### src/hw/rtl/cis_pkg.sv
// Types and constants for the contact impulse solver.
// No dependencies.
package cis_pkg;
    localparam logic [1:0] OP_PREPARE = 2'd0;
    localparam logic [1:0] OP_SOLVE   = 2'd1;
    localparam logic [1:0] OP_CLEAR   = 2'd2;
    localparam logic [2:0] REG_INV_MASS_A = 3'd0;
    localparam logic [2:0] REG_INV_MASS_B = 3'd1;
    localparam logic [2:0] REG_FRICTION   = 3'd2;
    localparam logic [2:0] REG_NORMAL_X   = 3'd3;
    localparam logic [2:0] REG_NORMAL_Y   = 3'd4;
    localparam logic [2:0] REG_SEPARATION = 3'd5;
    localparam logic [2:0] REG_INV_DT     = 3'd6;
    localparam logic signed [31:0] ALLOWED_PEN = 32'sd6554;
    localparam logic [31:0] BIAS_FACTOR = 32'd13107;

    // Datapath micro-operations issued by the controller.
    typedef enum logic [4:0] {
        U_NOP, U_LOAD, U_DIV_START, U_DIV_STEP, U_BIAS_K, U_BIAS,
        U_WS_NX, U_WS_TX, U_WS_NY, U_WS_TY, U_APPLY_X, U_APPLY_Y,
        U_VN_X, U_VN_Y, U_NACC, U_DN_X, U_DN_Y,
        U_VT_X, U_VT_Y, U_DT, U_MF, U_TACC, U_DT_X, U_DT_Y, U_CLEAR,
        U_AX, U_AY, U_BX, U_BY
    } t_uop;

    typedef struct packed {
        t_uop uop;
        logic out_load;
    } t_cmd;

    typedef struct packed {
        logic div_done;
    } t_status;
endpackage

### src/hw/rtl/cis_controller.sv
// Sequencer of the contact solver: steps the datapath through one item.
// Depends on cis_pkg.
module cis_controller (
    input  logic              i_clk,
    input  logic              i_rst_n,
    input  logic              i_in_fire,
    input  logic [1:0]        i_op,
    input  logic              i_out_busy,
    input  cis_pkg::t_status  i_status,
    output cis_pkg::t_cmd     o_cmd,
    output logic              o_idle,
    output logic              o_done
);
    import cis_pkg::*;

    localparam logic [2:0] S_IDLE = 3'd0;
    localparam logic [2:0] S_RUN  = 3'd1;
    localparam logic [2:0] S_DIV  = 3'd2;
    localparam logic [2:0] S_OUT  = 3'd3;

    logic [2:0] r_state, n_state;
    logic [4:0] r_pc, n_pc;
    logic [1:0] r_op;

    // Micro-programs as uop sequences, ended by U_NOP.
    function automatic t_uop prog(input logic [1:0] op, input logic [4:0] pc);
        t_uop u;
        u = U_NOP;
        if (op == OP_PREPARE) begin
            case (pc)
                5'd0: u = U_BIAS_K;  5'd1: u = U_BIAS;
                5'd2: u = U_WS_NX;   5'd3: u = U_WS_TX;
                5'd4: u = U_WS_NY;   5'd5: u = U_WS_TY;
                5'd6: u = U_AX; 5'd7: u = U_AY; 5'd8: u = U_BX; 5'd9: u = U_BY;
                default: u = U_NOP;
            endcase
        end else if (op == OP_SOLVE) begin
            case (pc)
                5'd0: u = U_VN_X;  5'd1: u = U_VN_Y;  5'd2: u = U_NACC;
                5'd3: u = U_DN_X;  5'd4: u = U_DN_Y;
                5'd5: u = U_AX; 5'd6: u = U_AY; 5'd7: u = U_BX; 5'd8: u = U_BY;
                5'd9: u = U_VT_X;  5'd10: u = U_VT_Y; 5'd11: u = U_MF;
                5'd12: u = U_DT;   5'd13: u = U_DT_X; 5'd14: u = U_DT_Y;
                5'd15: u = U_AX; 5'd16: u = U_AY; 5'd17: u = U_BX; 5'd18: u = U_BY;
                default: u = U_NOP;
            endcase
        end else if (op == OP_CLEAR) begin
            u = (pc == 5'd0) ? U_CLEAR : U_NOP;
        end
        return u;
    endfunction

    t_uop w_u;
    assign w_u = prog(r_op, r_pc);

    always_comb begin
        n_state = r_state;
        n_pc = r_pc;
        o_cmd.uop = U_NOP;
        o_cmd.out_load = 1'b0;
        o_done = 1'b0;
        case (r_state)
            S_IDLE: if (i_in_fire) begin
                o_cmd.uop = U_LOAD;
                n_pc = '0;
                n_state = (i_op == OP_PREPARE) ? S_DIV : S_RUN;
            end
            S_DIV: begin
                o_cmd.uop = (r_pc == 5'd0) ? U_DIV_START : U_DIV_STEP;
                n_pc = 5'd1;
                if (r_pc != 5'd0 && i_status.div_done) begin
                    n_pc = '0;
                    n_state = S_RUN;
                end
            end
            S_RUN: begin
                o_cmd.uop = w_u;
                n_pc = r_pc + 5'd1;
                if (w_u == U_NOP) n_state = S_OUT;
            end
            S_OUT: if (!i_out_busy) begin
                o_cmd.out_load = 1'b1;
                o_done = 1'b1;
                n_state = S_IDLE;
            end
            default: n_state = S_IDLE;
        endcase
    end

    assign o_idle = (r_state == S_IDLE);

    always_ff @(posedge i_clk) begin
        if (!i_rst_n) begin
            r_state <= S_IDLE;
            r_pc <= '0;
            r_op <= '0;
        end else begin
            r_state <= n_state;
            r_pc <= n_pc;
            if (i_in_fire) r_op <= i_op;
        end
    end
endmodule

### config.mk
export PLATFORM = sky130hd
export DESIGN_NAME = cis_controller
export DESIGN_NICKNAME = d
export VERILOG_FILES = /design/src/hw/rtl/cis_pkg.sv /design/src/hw/rtl/cis_controller.sv
export SDC_FILE = /design/constraint.sdc
export NUM_CORES = 1
export LEC_CHECK = 0
export ABC_CLOCK_PERIOD_IN_PS = 3300
export BUFFER_PORTS_ARGS = -buffer_cell sky130_fd_sc_hd__buf_2
export CAP_MARGIN = 25
export CORE_MARGIN = 2
export CORE_UTILIZATION = 40
export CTS_CLUSTER_SIZE = 12
export DETAILED_ROUTE_END_ITERATION = 10
export PLACE_DENSITY = 0.64
export RECOVER_POWER = 50
export SKIP_LAST_GASP = 1
export SLEW_MARGIN = 20
export SYNTH_ARGS = -nofsm -noshare
export SYNTH_HDL_FRONTEND = slang
export SYNTH_SLANG_ARGS = --single-unit
### constraint.sdc
create_clock -name i_clk -period 3.3 [get_ports i_clk]
set_input_delay 0.66 -clock i_clk [delete_from_list [all_inputs] [get_ports i_clk]]
set_output_delay 0.66 -clock i_clk [all_outputs]
set_load 0.03 [all_outputs]
Yosys cells after proc, flatten, opt, wreduce, memory -nomap -nowiden
Memory sizes are Yosys's and may differ from the RTL's. A register that Yosys moved wholly into a read port is not among the register bits.
Cells that the tools add are included.
Cells by class
  add/sub/neg operators: 1
  eq/ne operators: 9
  reduce and logical (&&, ||, !) cells: 10
  muxes and demuxes: 23
Operators by type and width (number)
  $mux 5: 8
  $pmux 5 s3: 2
  $mux 3: 4
  $pmux 3 s4: 1
  $logic_not 5->1: 2
  $mux 4: 2
  $ne 2x2->1 const B: 4
  $eq 3x2->1 const B: 2
  $add 5x1->5 const B: 1
  $mux 1: 5
  $reduce_bool 5->1: 1
  $logic_not 2->1: 2
  $reduce_and 4->1: 1
  $eq 3x1->1 const B: 1
  $logic_not 3->1: 1
  $reduce_bool 3->1: 1
  $eq 2x1->1 const B: 1
  $eq 2x2->1 const B: 1
  $mux 2: 1
  $reduce_and 2->1: 1
  $logic_and 1x1->1: 1
Word-level totals
  output and inout bits: 8
  word-level logic and storage cells: 48
  memory bits (read-only): 240
  input bits: 7
  memories kept: 2
  register bits after elaboration: 10
Memories
  (name not given): words 32, bits a word 5, read ports 1, clocked after Yosys merged registers in 1, wr ports 0, RTL line cis_controller.sv:38  | case (pc)
  (name not given): words 16, bits a word 5, read ports 1, clocked after Yosys merged registers in 1, wr ports 0, RTL line cis_controller.sv:30  | case (pc)

Longest topological paths before layout
Gate-level depths: netlist of run 1.
  depth after elaboration: 8
  depth in mapped cells: 12

Worst setup path after synthesis of run 1
Ideal clock, no wire load.
  path type: flip-flop to flip-flop
  start point: register r_state[0]
  end point: register with a tool-made name
  arrival: 2.641 ns
  required time: 3.221 ns
  setup time: 0.079 ns
  buffers on the path: 0
  path slack: 0.580 ns
  stages on the path, launching flop included: 11
  path through: dfxtp_1 inv_1 ha_1 nor2b_2 or2_1 a22o_1 nand2_1 inv_1 ha_1 or4_4 o211ai_1
RTL lines
  start: declaration: RTL line cis_controller.sv:21  | logic [2:0] r_state, n_state;
  start signal: assignment: RTL line cis_controller.sv:98  | r_state <= n_state;

==> impl_metrics.ini, run 1 <==
[yosys]
synth_area_leaders = dfxtp_1 (25%), ha_1 (11%), nand3_1 (4.3%)
avgSynthCellArea_um2 = 8.70
async_reset_ff_frac = 0
synth_compound_area_frac = 0.250
ys_seq_area_frac = 0.250
ys_ff_latch = 19
yosys.area_share.simple = 0.273
synth-main-ff-cell = dfxtp_1
yosys.area_share.adder = 0.107
synth_edf_count = 0
yosysTopAreaCell = dfxtp_1
synth_top_family_by_area = simple AND/OR/NAND/NOR gates
synth_top_area_frac = 0.250
synth_cells = 175
synth_xor_area_frac = 0.00575
syn_area_um2 = 1520
muxShareOfSynthArea = 0.0411
syn_nets = 195
synth.yosys.warnings = 0
yosysUniqueCellTypes = 53

[hold_path]
whs_path_depth = 2
hold_end = r_op[0]$_SDFFE_PN0P_
min_path_type = reg2reg
min_from = r_op[0]$_SDFFE_PN0P_

[final_layout]
fillerInstances = 365
diodes = 0
final_cell_mix = dfxtp_1 (19), inv_1 (14), nand2_1 (14), nand3_1 (13), ha_1 (13)
multi_input_area_um2 = 1010
final_common_cell = dfxtp_1
areaGrowthSynthToFinish_pct = 6.74
regArea_um2 = 380
drive_gt1_frac = 0.152
num-nets-final = 205

[timing]
hold_viol_final = 0
setup_viol = 0
worst_pin_slew_ns = 1.06
slew_violations = 0
min_period_over_period = 0.906
fmax_mhz = 334
fin_tns_setup_ns = 0
slew_headroom = 0.287
rsz0062_at_grt = false
period_minus_slack_ns = 2.99
finClkSkew_ns = 0.00703

[job]
max_cap_viol_count = 0

[power_and_ir_drop]
p_int_w = 0.000524
powerDensity_nw_per_um2 = 579
clkPwrFrac = 0.168
switchingPower_w = 0.000418
p_leak_nw = 0.669
p_comb_frac = 0.537
peakVddDrop_mv = 0.225
swShare = 0.444
power_w = 0.000942
power_frac_seq = 0.295

[global_routing]
grt_max_degree = 23
grt_pass1_wl_mm = 5.80
grt_use_total = 0.171
grt_overflow = 0
grt_pass1_vias = 1254
antenna_found_initial = 0

[route]
viasPerCell = 5.88
via_count = 1364
drc = 0
drtIter0Drc = 109
wl_mm = 3.46
postRouteAntennaNets = 0
dr.pass1.iters = 4
wl_per_cell_um = 14.9

[worst_setup_path]
worstSetupEndpointType = flip-flop
r2r_setup_slack_ns = 0.31
worst_r2r_startpoint = r_state[0]$_SDFFE_PN0P_
worstSetupStartpoint = r_state[0]$_SDFFE_PN0P_
cp_max_fo = 12
worstPathRequired_ns = 3.48
start_kind = flip-flop
r2r_cells = 8
path_class = reg2reg
crit_arrival_ns = 3.17

[floorplan]
dieWidth_um = 65.7
start_util = 0.416
rows = 22
fp.dieArea_um2 = 4320
core_area_um2 = 3660
io_pins = 15
die_y_um = 65.7

[clock_network]
hold_buffers = 0
postCtsSetupBuffers = 0
clk_pin_slew_ns = 0.07
cts_buffer_depth = 2
clock-root-buffer = clkbuf_8
tritoncts = yes
cts_sinks = 19
cts.htree.levels = 1
ctsResizeCount = 0
insertion_delay_ns = 0.25
cts_buffers = 3

[placed_design]
routabilityCongestion = 0.852
post-dp-hpwl_mm = 2.70
portBuffers = 14

[outcome]
status = finished, final reports clean
==> metrics by stage <==
step                area [um2]  cells  hold WS, ns  utilization  worst slack (ns)
floorplan                 1520    175        0.548            -             0.580
global placement          1600    228        0.588        0.438             0.478
detailed placement        1600    228        0.602        0.438             0.347
CTS                       1650    232        0.607        0.451             0.362
global route              1630    232        0.643        0.444            0.0661
finish                    1630    232        0.610        0.444             0.310
==> worst max path at each step <==
stage / end / slack [ns] / cells past startpoint
6_report: flip-flop / 0.31 / 8
5_1_grt: flip-flop / 0.07 / 11
4_1_cts: flip-flop / 0.36 / 10
3_5_place_dp: flip-flop / 0.35 / 9
3_3_place_gp: flip-flop / 0.48 / 9
2_1_floorplan: flip-flop / 0.58 / 10
==> area by class of cell <==
cell class	count	area share
multi-input cells	131	0.623
flip-flops and latches	19	0.234
repair buffers	15	0.0431
well taps	48	0.0370
inverters	15	0.0346
clock buffers	3	0.0254
clock inverters	1	0.00308
==> logic make-up after synthesis <==
| kind of cell | Yosys count |
|---|---|
| compound gates | 41 |
| xor+xnor | 1 |
| fa+ha+maj | 13 |
| buf+inv | 25 |
| flops | 19 |
| mux | 6 |
| simple gates | 70 |
==> synth_stat cells (3+ instances only) <==
| library cell | n |
|---|---|
| nand4_1 | 5 |
| nor4b_1 | 3 |
| a21o_1 | 3 |
| nand2_1 | 14 |
| inv_1 | 13 |
| o21ai_0 | 7 |
| buf_2 | 6 |
| o211ai_1 | 4 |
| dfxtp_1 | 19 |
| nand3_1 | 13 |
| nor2_1 | 8 |
| nor3b_1 | 4 |
| ha_1 | 13 |
| nor2b_1 | 4 |
| mux2i_1 | 4 |
| nand2b_1 | 3 |
==> power groups by stage <==
stage	Combinational, W	Clock (W)	Sequential [W]
after global placement	0.000498	0	0.000281
after floorplan	0.000414	0	0.000277
final	0.000506	0.000158	0.000278
after global routing	0.000546	0.000171	0.000281
after CTS	0.000512	0.000161	0.000278
after detailed placement	0.000509	0	0.000283
==> worst max-delay path: stages (launching register included) <==
cell      delay [ns]
dfxtp_1         0.38
inv_1           0.14
ha_1            0.24
nor2b_2         0.53
nor4_2          0.11
a311oi_1        0.88
inv_1           0.23
a31o_1          0.26
o211ai_1        0.15
==> layer usage <==
metal / wire [um] / track usage
met5: 0 / 0
met2: 1650 / 0.283
met3: 188 / 0.0171
met1: 1550 / 0.226
met4: 65 / 0.0703
(Power assumes the default switching activity.)
==> run 2: changes to the inputs <==
--- a/config.mk
+++ b/config.mk
@@ -8,12 +8,14 @@
 export ABC_CLOCK_PERIOD_IN_PS = 3300
 export BUFFER_PORTS_ARGS = -buffer_cell sky130_fd_sc_hd__buf_2
 export CAP_MARGIN = 25
+export CELL_PAD_IN_SITES_DETAIL_PLACEMENT = 1
+export CELL_PAD_IN_SITES_GLOBAL_PLACEMENT = 1
+export CORE_ASPECT_RATIO = 2
 export CORE_MARGIN = 2
 export CORE_UTILIZATION = 40
 export CTS_CLUSTER_SIZE = 12
 export DETAILED_ROUTE_END_ITERATION = 10
-export PLACE_DENSITY = 0.64
-export RECOVER_POWER = 50
+export PLACE_DENSITY = 0.78
 export SKIP_LAST_GASP = 1
 export SLEW_MARGIN = 20
 export SYNTH_ARGS = -nofsm -noshare
==> run 2 against run 1 <==
  * Flip-flop and latch count did not move
  * Setup slack worse by 0.0045 ns
  * Sequential power up 3%
  * Largest cell class unchanged
  * Largest power group unchanged
==> impl_metrics.ini, run 2 (synthesized netlist as in run 1, its figures left out) <==
[outcome]
status = finished, final reports clean

[final_layout]
areaGrowthSynthToFinish_pct = 8.46
diodes = 0
final_cell_mix = dfxtp_1 (19), nand2_1 (14), buf_2 (14)
num-nets-final = 205
drive_gt1_frac = 0.196
layoutNonFillerInstCount = 233
final_common_cell = dfxtp_1
utilization = 0.453

[worst_setup_path]
worstPathRequired_ns = 3.47
path_class = reg2reg
crit_arrival_ns = 3.17
critPathSlowestCell = nor2b_2
r2r_setup_slack_ns = 0.31
crit_chain = inv_1 -> ha_1 -> nor2b_2 -> a2111oi_0 -> a22o_1 -> nand2_1 -> inv_1 -> ha_1 -> or4_4 -> o211ai_1
cp_max_fo = 12
start_kind = flip-flop
worst_path_largest_cell_delay_ns = 0.55
worstSetupEndpointType = flip-flop

[global_routing]
grt_pass1_vias = 1510
grt_pass1_wl_mm = 6.54
antenna_found_initial = 0
grt_overflow = 0
grt_max_degree = 23
grt_use_total = 0.207

[power_and_ir_drop]
p_comb_frac = 0.540
switchingPower_w = 0.000439
swShare = 0.453
p_int_w = 0.000530
peakVddDrop_mv = 0.214
power_frac_seq = 0.295
powerDensity_nw_per_um2 = 587
p_leak_nw = 0.692
clkPwrFrac = 0.165

[route]
postRouteAntennaNets = 0
via_count = 1368
wl_per_cell_um = 17.7
dr.pass1.iters = 4
drtIter0Drc = 20
wl_mm = 4.13
viasPerCell = 5.87
drc = 0

[job]
max_cap_viol_count = 0

[timing]
period_minus_slack_ns = 2.99
worst_pin_slew_ns = 0.774
hold_viol_final = 0
min_period_over_period = 0.907
rsz0062_at_grt = false
fmax_mhz = 334
slew_violations = 0
setup_viol = 0
fin_tns_setup_ns = 0
finClkSkew_ns = 0.00557
layout_setup_ws_ns = 0.306
slew_headroom = 0.477
fin_hold_ws_ns = 0.653

[clock_network]
tritoncts = yes
cts_sinks = 19
ctsResizeCount = 0
clk_pin_slew_ns = 0.07
insertion_delay_ns = 0.26
cts_buffer_depth = 2
cts.htree.levels = 1
hold_buffers = 0
postCtsSetupBuffers = 0
cts_buffers = 3
clock-root-buffer = clkbuf_8

[placed_design]
post-dp-hpwl_mm = 3.41
portBuffers = 14
dp_cells = 229
preCtsSetupSlack_ns = 0.346
routabilityCongestion = 0.873

[floorplan]
fp.dieArea_um2 = 4350
rows = 31
core_area_um2 = 3650
dieWidth_um = 47.6
start_util = 0.418
die_y_um = 91.3
io_pins = 15

[hold_path]
min_path_type = reg2reg
-- run 2: cell count changes in the layout (fill, tap and decap cells not counted), sizes merged --
cell,before,now
buf,9,15
clkbuf,9,3
-- run 2: layout make-up --
class	instances	area [um2]
inverters	15	56.3
fillers	457	1990
repair buffers	15	77.6
clock inverters	1	5.00
multi-input cells	131	1030
clock buffers	3	41.3
well taps	49	61.3
flip-flops and latches	19	380
-- run 2: power groups by stage --
stage          clock network (W)  registers, W  logic, W
3_5_place_dp                   0      0.000292  0.000523
6_report                0.000160      0.000286  0.000524
5_1_grt                 0.000179      0.000288  0.000563
2_1_floorplan                  0      0.000277  0.000414
3_3_place_gp                   0      0.000288  0.000510
4_1_cts                 0.000168      0.000286  0.000525
-- run 2: worst paths after layout --
path / to / from / depth (start not counted)
worst min-delay path: r_state[0]$_SDFFE_PN0P_ / r_state[0]$_SDFFE_PN0P_ / 2
worst min register to register: r_state[0]$_SDFFE_PN0P_ / r_state[0]$_SDFFE_PN0P_ / 2
worst max-delay path: flip-flop / r_state[1]$_SDFFE_PN0P_ / 10
worst max register to register: flip-flop / r_state[1]$_SDFFE_PN0P_ / 10
-- run 2: metal layers --
layer	vias up	GRT usage	wire length, um
li1	664	-	-
met5	-	0	0
met2	30	0.403	2420
met3	18	0.0338	93
met4	0	0.133	236
met1	656	0.158	1390
-- run 2: critical path, delay by kind of cell (launching register included) --
kind,cells,cell delay (ns)
simple gates,3,1.25
buf+inv,2,0.25
compound gates,3,0.55
flops,1,0.40
fa+ha+maj,2,0.45
-- run 2: through the flow --
step	area (um2)	power (W)
finish	1650	0.000970
global route	1650	0.00103
CTS	1650	0.000979
detailed placement	1610	0.000815
global placement	1610	0.000798
floorplan	1520	0.000691
==> run 3: changes to the inputs <==
--- a/config.mk
+++ b/config.mk
@@ -16,7 +16,7 @@
 export CTS_CLUSTER_SIZE = 12
 export DETAILED_ROUTE_END_ITERATION = 10
 export PLACE_DENSITY = 0.78
-export SKIP_LAST_GASP = 1
+export REMOVE_ABC_BUFFERS = 1
 export SLEW_MARGIN = 20
 export SYNTH_ARGS = -nofsm -noshare
 export SYNTH_HDL_FRONTEND = slang
==> constraint.sdc (replaced) <==
create_clock -name i_clk -period 3.3 [get_ports i_clk]
set_input_delay 0.33 -clock i_clk [delete_from_list [all_inputs] [get_ports i_clk]]
set_output_delay 0.33 -clock i_clk [all_outputs]
set_load 0.03 [all_outputs]
==> run 3 against run 2 <==
  * Flip-flop and latch count unchanged
  * Clock-buffer cell count unchanged
  * Critical path depth unchanged
  * Sequential share of layout area about the same
  * Clock power about the same
  * Setup slack better by 0.043 ns
  * Total power about the same
  * Clock skew down 0.00068 ns
  * Highest routed layer unchanged
  * Register-to-register slack better by 0.04 ns
  * Core utilization about the same
  * Critical path type unchanged
  * Die area unchanged
==> impl_metrics.ini, run 3 (synthesized netlist as in run 1, its figures left out) <==
[route]
wl_met3_um = 87
drtIter0Drc = 27
via_count = 1376
postRouteAntennaNets = 0
highest_layer = met4
wl_mm = 4.15
drc = 0
wl_met1_mm = 1.49
viasPerCell = 5.91
dr.pass1.iters = 4
wl_met2_mm = 2.46
wl_per_cell_um = 17.8

[placed_design]
post-dp-hpwl_mm = 3.30
dpl_cell_area_um2 = 1610
portBuffers = 14
routabilityCongestion = 0.919
dp_cells = 229

[clock_network]
insertion_delay_ns = 0.26
hold_buffers = 0
clk_pin_slew_ns = 0.07
postCtsSetupBuffers = 0
tritoncts = yes
cts_sinks = 19
cts.htree.levels = 1
clock-root-buffer = clkbuf_8
cts_buffer_depth = 2
cts_buffers = 3

[floorplan]
fp.dieArea_um2 = 4350
core_area_um2 = 3650
dieWidth_um = 47.6
rows = 31
start_util = 0.418
io_pins = 15
die_y_um = 91.3

[worst_setup_path]
worst_r2r_startpoint = r_state[1]$_SDFFE_PN0P_
cp_max_fo = 12
r2r_cells = 10
path_class = reg2reg
crit_arrival_ns = 3.13
worstSetupEndpointType = flip-flop
worstPathRequired_ns = 3.48
r2r_setup_slack_ns = 0.35
start_kind = flip-flop

[timing]
setup_viol = 0
hold_viol_final = 0
rsz0062_at_grt = false
min_period_over_period = 0.894
slew_violations = 0
slew_headroom = 0.520
worst_pin_slew_ns = 0.711
finClkSkew_ns = 0.00489
period_minus_slack_ns = 2.95
fin_tns_setup_ns = 0
fmax_mhz = 339

[hold_path]
min_from = i_op[1]
whs_path_depth = 3
min_path_type = in2reg
hold_end = r_op[1]$_SDFFE_PN0P_

[final_layout]
regArea_um2 = 380
fillerInstances = 475
drive_gt1_frac = 0.196
layoutNonFillerInstCount = 233
utilization = 0.453
areaGrowthSynthToFinish_pct = 8.55
final_cell_mix = dfxtp_1 (19), nand2_1 (14), buf_2 (14)
multi_input_area_um2 = 1030
final_common_cell = dfxtp_1
stdcell_area_um2 = 1650
diodes = 0
num-nets-final = 205

[outcome]
status = finished, final reports clean

[job]
max_cap_viol_count = 0

[power_and_ir_drop]
p_leak_nw = 0.692
power_w = 0.000970
peakVddDrop_mv = 0.223
powerDensity_nw_per_um2 = 587

[global_routing]
grt_max_degree = 23
grt_pass1_vias = 1449
grt_overflow = 0
grt_use_total = 0.215
antenna_found_initial = 0
grt_pass1_wl_mm = 6.84
-- run 3: changes by cell type in the layout (fill, tap and decap cells not counted) --
cell       previous run  this run
a2111oi_0             1         0
a2111oi_1             0         1
-- run 3: area by class of cell --
| cell class | instances | share of cell area |
|---|---|---|
| sequential | 19 | 0.230 |
| clock buffer | 3 | 0.0250 |
| inverter | 15 | 0.0341 |
| timing repair buffer | 15 | 0.0469 |
| clock inverter | 1 | 0.00303 |
| tap | 49 | 0.0371 |
| multi-input combinational | 131 | 0.624 |
-- run 3: how the worst max path moves through the flow --
stage                                  from        end  slack [ns]
floorplan           r_state[1]$_SDFFE_PN0P_  flip-flop        0.51
global placement    r_state[1]$_SDFFE_PN0P_  flip-flop        0.54
detailed placement  r_state[1]$_SDFFE_PN0P_  flip-flop        0.36
CTS                 r_state[0]$_SDFFE_PN0P_  flip-flop        0.33
global route        r_state[0]$_SDFFE_PN0P_  flip-flop        0.07
finish              r_state[1]$_SDFFE_PN0P_  flip-flop        0.35
-- run 3: power breakdown --
group	internal (W)	leakage [nW]	switching (W)
Clock	0.0000839	0.0255	0.0000779
Combinational	0.000197	0.512	0.000333
Sequential	0.000251	0.154	0.0000282
Total	0.000531	0.692	0.000439
-- run 3: through the flow --
step | hold slack (ns) | setup WS, ns
after global routing | 0.397 | 0.0742
after CTS | 0.392 | 0.330
after floorplan | 0.458 | 0.511
final | 0.385 | 0.349
after detailed placement | 0.600 | 0.361
after global placement | 0.587 | 0.536
-- run 3: repair_timing --
| item | in CTS | in global routing |
|---|---|---|
| gates resized for setup | 0 | 1 |
| hold endpoints to repair | 0 | 0 |
| setup endpoints to repair | 0 | 1 |
-- run 3: layer usage --
layer	vias to the layer above	GRT usage
met5	-	0
met4	0	0.108
met3	10	0.0219
met2	26	0.400
met1	676	0.209
li1	664	-
-- run 3: critical path, stage by stage (launching register included) --
cell and delay (ns):
dfxtp_1 0.38, inv_1 0.14, ha_1 0.23, nor2b_2 0.55, a2111oi_1 0.14, a22o_1 0.29, nand2_1 0.18, inv_1 0.10
ha_1 0.22, or4_4 0.54, o211ai_1 0.11
